[src/rtl/wrs_pkg.sv]
// shared types and constants for the weighted residual sums block
`default_nettype none
package wrs_pkg;

    // operation codes
    localparam logic [1:0] OP_SINGLE = 2'd0;
    localparam logic [1:0] OP_PAIR   = 2'd1;
    localparam logic [1:0] OP_CHANGE = 2'd2;

    // field widths
    localparam int W_WIDTH   = 33;
    localparam int S2_WIDTH  = 62;
    localparam int RES_WIDTH = 33;
    localparam int ACC_WIDTH = 64;

    // residual limit, 2^32 - 1
    localparam logic signed [63:0] RES_LIMIT = 64'sh0000_0000_FFFF_FFFF;

    // queue between front and back
    localparam int QUEUE_DEPTH = 2;

    // one classified request handed from front to back
    typedef struct packed {
        logic signed [W_WIDTH-1:0]   w;
        logic [S2_WIDTH-1:0]         s2;
        logic signed [RES_WIDTH-1:0] res;
        logic                        res_sat;
        logic                        last;
    } wrs_entry_t;

endpackage
`default_nettype wire

[src/rtl/wrs_fifo.sv]
// short queue between front and back
`default_nettype none
module wrs_fifo (
    input  wire logic                clk,
    input  wire logic                rst_n,
    input  wire logic                wr_en,
    input  wire wrs_pkg::wrs_entry_t wr_data,
    output logic                     q_full,
    input  wire logic                rd_en,
    output wrs_pkg::wrs_entry_t      rd_data,
    output logic                     q_empty
);
    import wrs_pkg::*;

    localparam int PW = $clog2(QUEUE_DEPTH);

    wrs_entry_t       mem_reg [QUEUE_DEPTH];
    logic [PW-1:0]    wr_ptr_reg, rd_ptr_reg;
    logic [PW:0]      count_reg;

    assign q_full  = (count_reg == (PW+1)'(QUEUE_DEPTH));
    assign q_empty = (count_reg == '0);
    assign rd_data = mem_reg[rd_ptr_reg];

    // storage
    always_ff @(posedge clk)
    begin
        if (wr_en)
            mem_reg[wr_ptr_reg] <= wr_data;
    end

    // pointers and fill count
    always_ff @(posedge clk or negedge rst_n)
    begin
        if (!rst_n)
        begin
            wr_ptr_reg <= '0;
            rd_ptr_reg <= '0;
            count_reg  <= '0;
        end
        else
        begin
            if (wr_en)
                wr_ptr_reg <= wr_ptr_reg + 1'b1;
            if (rd_en)
                rd_ptr_reg <= rd_ptr_reg + 1'b1;
            if (wr_en && !rd_en)
                count_reg <= count_reg + 1'b1;
            else if (rd_en && !wr_en)
                count_reg <= count_reg - 1'b1;
        end
    end

endmodule
`default_nettype wire

[config.mk]
export PLATFORM = sky130hd
export DESIGN_NAME = wrs_fifo
export DESIGN_NICKNAME = d
export VERILOG_FILES = /design/src/rtl/wrs_pkg.sv /design/src/rtl/wrs_fifo.sv
export SDC_FILE = /design/constraint.sdc
export NUM_CORES = 1
export LEC_CHECK = 0
export BUFFER_PORTS_ARGS = -buffer_cell sky130_fd_sc_hd__buf_4
export CORE_MARGIN = 5
export CORE_UTILIZATION = 50
export DETAILED_ROUTE_END_ITERATION = 6
export PLACE_DENSITY = 0.81
export SETUP_SLACK_MARGIN = 0.3
export SYNTH_ARGS = -nofsm -noshare
export SYNTH_HDL_FRONTEND = slang
export SYNTH_SLANG_ARGS = --single-unit
[constraint.sdc]
create_clock -name clk -period 9.8 [get_ports clk]
set_input_delay 1.47 -clock clk [delete_from_list [all_inputs] [get_ports clk]]
set_output_delay 1.47 -clock clk [all_outputs]
set_load 0.01 [all_outputs]
# After elaboration in Yosys (flattened, before gate mapping)

Memory sizes are Yosys's and may differ from the RTL's.
Cells that the tools add are included.

Flip-flop bits (word level): 4
Latch bits: 0
RAM bits: 260
Memory bits (read-only): 0
Output and inout port bits: 132
Logic and storage cells: 19
Memories kept: 1

Memory list:

| memory  | depth | width | read ports | clocked after Yosys merged registers in | wr ports | line           | RTL |
|---|---|---|---|---|---|---|---|
| mem_reg | 2     | 130   | 1          | 0                                       | 1        | wrs_fifo.sv:17 | `wrs_entry_t mem_reg [QUEUE_DEPTH];` |

$add $sub $neg: 4
Multiply operators: 0
Div/mod/pow operators: 0
$lt $le $gt $ge: 0
Equality and inequality tests: 1
Shifts and indexed selects: 0
Muxes and demuxes: 4
Bitwise logic cells: 0
Reductions and logical operators: 6

Operators with widths:

| kind                | number |
|---|---|
| $mux 2              | 2 |
| $add 1x1->1 const B | 2 |
| $add 2x1->2 const B | 1 |
| $eq 2x2->1 const B  | 1 |
| $logic_and 1x1->1   | 2 |
| $logic_not 1->1     | 2 |
| $logic_not 2->1     | 1 |
| $mux 1              | 2 |
| $reduce_bool 2->1   | 1 |
| $sub 2x1->2 const B | 1 |

# Logic depth before layout (Yosys ltp)

Depth in word-level cells: 4
Depth in mapped cells: 5
Gate-level depth less buffers: 5

# Least setup slack after synthesis

No wires, ideal clock.

Path type: input to register
Start: in wr_en
End: mem mem_reg[0][0] in the netlist's numbering (enable)
Data arrival time: 7.104 ns
Required time: 9.164 ns
Slack: 2.060 ns
Cell stages on the path: 1
Buffers on the path: 0
Cells stage by stage: nor2b_1

Cells in the longest elaborated chain, start to end: 2

RTL lines:

| element                      | line           | RTL |
|---|---|---|
| from (decl)                  | wrs_fifo.sv:6  | `input wire logic wr_en,` |
| $mux 1                       | wrs_fifo.sv:28 | `if (wr_en)` |
| $mux 1 (not written as such) | wrs_fifo.sv:29 | `mem_reg[wr_ptr_reg] <= wr_data;` |
| to (decl)                    | wrs_fifo.sv:17 |  |

No other way between the ends.

==> reports/qor.log <==
qor: placed_design.finalWeightedCongestion 0.742
qor: logic_synthesis.syn_inst 421
qor: timing.setup_skew_after_layout 0.00569 ns
qor: layout.final.fill_count 1,271
qor: floorplanning.die_area 0.0228 mm^2
qor: worst_hold_path.min_path_type reg2reg
qor: route.drt_pass1_iterations 4
qor: cts.postCtsResizedCells 0
qor: worst_setup_path.worst_ep_arrival_time 3.53 ns
qor: timing.post-route-min-period 5.00 ns
qor: floorplanning.die_width 151 um
qor: floorplanning.dieHeight 151 um
qor: worst_setup_path.critical_path.startpoint_type flop
qor: placed_design.dp_hpwl 13.5 mm
qor: layout.antenna_cells 0
qor: worst_setup_path.cp_data_required_time 8.33 ns
qor: global_route.initial_antenna_violation_count 0
qor: route.detail-route-antenna-nets 0
qor: layout.layout.cell_area.non_filler 0.0130 mm^2
qor: cts.cts_num_sinks 264
qor: cts.inserted_clock_buffers 26
qor: worst_setup_path.timing.critical_path.fanout_max 48
qor: logic_synthesis.syn-num-nets 556
qor: worst_setup_path.critPathCaptureType output pin
qor: route.routed-via-count 4,912
qor: global_route.vias_in_the_first_global_route 5,288
qor: route.post_drt_via_cell_ratio 4.97
qor: timing.worst_slew_margin_rel 0.306
qor: layout.syn_to_final_growth 30.3%
qor: layout.design.final.nets 839
qor: floorplanning.site_row_count 51
qor: global_route.grt_max_degree 77
qor: timing.finalSetupViolCount 0
qor: timing.timing.final.hold_violations 0
qor: power_and_ir_drop.irDropWorstVdd 0.194 mV
qor: power_and_ir_drop.total_power_per_unit_cell_area 287 mW/mm^2
qor: global_route.groute.usage.overall 0.165
qor: cts.buffer_levels_on_the_longest_clock_path 3
qor: layout.final-seq-area 0.00791 mm^2
qor: cts.clock_tree.htree_level_count 1
qor: cts.worstSkewPairLatency 0.52 ns
qor: logic_synthesis.post_synth_num_cell_types 14
qor: job.timing.max_cap.violations 0
qor: cts.clockRootBuffer sky130_fd_sc_hd__clkbuf_16
qor: cts.clkSlewWorstSetupHoldPaths 0.06 ns
qor: floorplanning.starting_utilization_of_the_core_area 0.509
qor: layout.multi_input_gate_area 0.00189 mm^2
qor: timing.final.setup.tns 0 ns
qor: floorplanning.io_pins 266
qor: timing.worst_pin_slew 1.04 ns
qor: timing.unrepaired_setup_endpoints_after_global_routing false
qor: global_route.grt_pass1_wl 29.0 mm
qor: route.route.detailed.wl_per_inst 20.0 um
qor: logic_synthesis.seq_area_frac_synth 0.795
qor: placed_design.number_of_port_buffers 265
qor: cts.cts-hold-fix-buffers 0
qor: cts.tritoncts done
qor: placed_design.dpl_cell_area 0.0122 mm^2
qor: layout.max_ffs_per_register 260
qor: logic_synthesis.syn_area_per_cell 23.6 um^2
qor: global_route.globalRouteOverflowTotal 0
qor: power_and_ir_drop.cellLeakagePower 5.11 nW
qor: timing.timing.final.crit_share 0.510
qor: route.drt_iter0_drc 175
qor: cts.cts_setup_buffers 0
qor: logic_synthesis.yosysWarningCount 0
qor: logic_synthesis.yosys_register_bits 264
qor: floorplanning.placeableCoreArea 0.0195 mm^2
qor: layout.share_of_layout_cells_above_drive_strength_1 0.603
qor: route.detail_route.wirelength 19.8 mm
qor: run_status.outcome completed
qor: timing.timing_max_transition_violations_final 0
qor: logic_synthesis.post_synth_instance_area 0.00994 mm^2
qor: worst_setup_path.path_class reg2out
qor: timing.achievable-frequency 200 MHz
qor: route.route.detailed.drc 0
per-stage QoR:
| stage | hold slack [ns] | setup slack [ns] | cells | power (mW) | utilization |
|---|---|---|---|---|---|
| floorplan | 0.455 | 2.06 | 421 | 2.37 | - |
| global placement | 0.473 | 5.37 | 941 | 2.80 | 0.623 |
| detailed placement | 0.479 | 5.31 | 941 | 2.84 | 0.623 |
| CTS | 0.492 | 4.74 | 988 | 3.76 | 0.664 |
| global route | 0.502 | 4.64 | 988 | 3.88 | 0.664 |
| finish | 0.493 | 4.80 | 988 | 3.71 | 0.664 |
cells in the final DEF (no fill, tap or decap):
cell type | netlist | final
sky130_fd_sc_hd__buf_4 | 0 | 270
sky130_fd_sc_hd__edfxtp_1 | 260 | 260
sky130_fd_sc_hd__mux2_4 | 90 | 90
sky130_fd_sc_hd__mux2_2 | 40 | 40
sky130_fd_sc_hd__clkbuf_16 | 0 | 27
sky130_fd_sc_hd__clkinv_1 | 0 | 8
sky130_fd_sc_hd__clkbuf_1 | 0 | 6
sky130_fd_sc_hd__xor2_1 | 4 | 4
sky130_fd_sc_hd__clkinv_2 | 0 | 3
sky130_fd_sc_hd__dfrtp_1 | 4 | 3
sky130_fd_sc_hd__nor2_1 | 2 | 2
sky130_fd_sc_hd__inv_1 | 1 | 1
sky130_fd_sc_hd__and2_4 | 0 | 1
sky130_fd_sc_hd__nor2b_1 | 2 | 1
sky130_fd_sc_hd__nor2b_4 | 0 | 1
sky130_fd_sc_hd__xnor2_1 | 1 | 1
sky130_fd_sc_hd__ha_1 | 1 | 1
sky130_fd_sc_hd__clkinv_4 | 0 | 1
sky130_fd_sc_hd__bufinv_16 | 0 | 1
sky130_fd_sc_hd__clkinvlp_4 | 0 | 1
sky130_fd_sc_hd__dfrtp_4 | 0 | 1
power breakdown:
part | switching [mW] | leakage [nW] | internal (mW)
combinational | 0.534 | 2.25 | 0.664
sequential | 0.100 | 2.49 | 1.50
clock | 0.386 | 0.382 | 0.527
total | 1.02 | 5.11 | 2.69
critical path, cell delays in order (launching register included):
cell	delay, ns
sky130_fd_sc_hd__dfrtp_4	0.92
sky130_fd_sc_hd__buf_4	0.72
sky130_fd_sc_hd__buf_4	0.74
sky130_fd_sc_hd__mux2_2	0.42
sky130_fd_sc_hd__buf_4	0.15
layer usage:
layer | track usage | vias up | part of all wire | wire, um
li1 | - | 2238 | - | -
met1 | 0.205 | 2418 | 0.39 | 7610
met2 | 0.279 | 213 | 0.50 | 9840
met3 | 0.0503 | 43 | 0.091 | 1810
met4 | 0.0526 | 0 | 0.026 | 508
met5 | 0 | - | 0 | 0
layout make-up:
cell class                 count  area share
tap                          265      0.0256
inverter                       1    0.000290
clock inverter                14     0.00705
timing repair buffer         270       0.156
clock buffer                  33      0.0539
sequential                   264       0.611
multi-input combinational    141       0.146
path summary, 6_finish.rpt:
path / startpoint / endpoint / slack [ns] / depth (start not counted)
max: rd_ptr_reg$_DFFE_PN0P_ / rd_data[109] / 4.80 / 4
min: count_reg[1]$_DFFE_PN0P_ / count_reg[1]$_DFFE_PN0P_ / 0.49 / 1
min in group asynchronous: rst_n / wr_ptr_reg$_DFFE_PN0P_ / 0.74 / 1
min reg2reg: count_reg[1]$_DFFE_PN0P_ / count_reg[1]$_DFFE_PN0P_ / 0.49 / 1
max in group asynchronous: rst_n / rd_ptr_reg$_DFFE_PN0P_ / 8.94 / 1
max reg2reg: wr_ptr_reg$_DFFE_PN0P_ / mem_reg[1][13]$_DFFE_PP_ / 7.38 / 2
Yosys cell counts:
library cell	instances	share of area
sky130_fd_sc_hd__dfrtp_1	4	0.010
sky130_fd_sc_hd__buf_6	10	0.011
sky130_fd_sc_hd__xnor2_1	1	0.00088
sky130_fd_sc_hd__mux2_2	40	0.045
sky130_fd_sc_hd__nor2_1	2	0.00076
sky130_fd_sc_hd__buf_2	4	0.0020
sky130_fd_sc_hd__ha_1	1	0.0013
sky130_fd_sc_hd__xor2_1	4	0.0035
sky130_fd_sc_hd__nor2b_1	2	0.0013
sky130_fd_sc_hd__inv_1	1	0.00038
sky130_fd_sc_hd__edfxtp_1	260	0.79
sky130_fd_sc_hd__mux2_4	90	0.14
sky130_fd_sc_hd__buf_8	1	0.0015
sky130_fd_sc_hd__and2_1	1	0.00063
cell families (layout without fill, tap and decap cells):
family / count (synthesis) / after routing / synth area share
buffers and inverters: 16 / 318 / 0.0152
and+or+nand+nor: 5 / 5 / 0.00264
adders and majority gates: 1 / 1 / 0.00126
muxes: 130 / 130 / 0.181
xor gates and xnor gates: 5 / 5 / 0.00440
DFF: 264 / 264 / 0.795
Note: power is estimated with default switching activity, not from simulation.
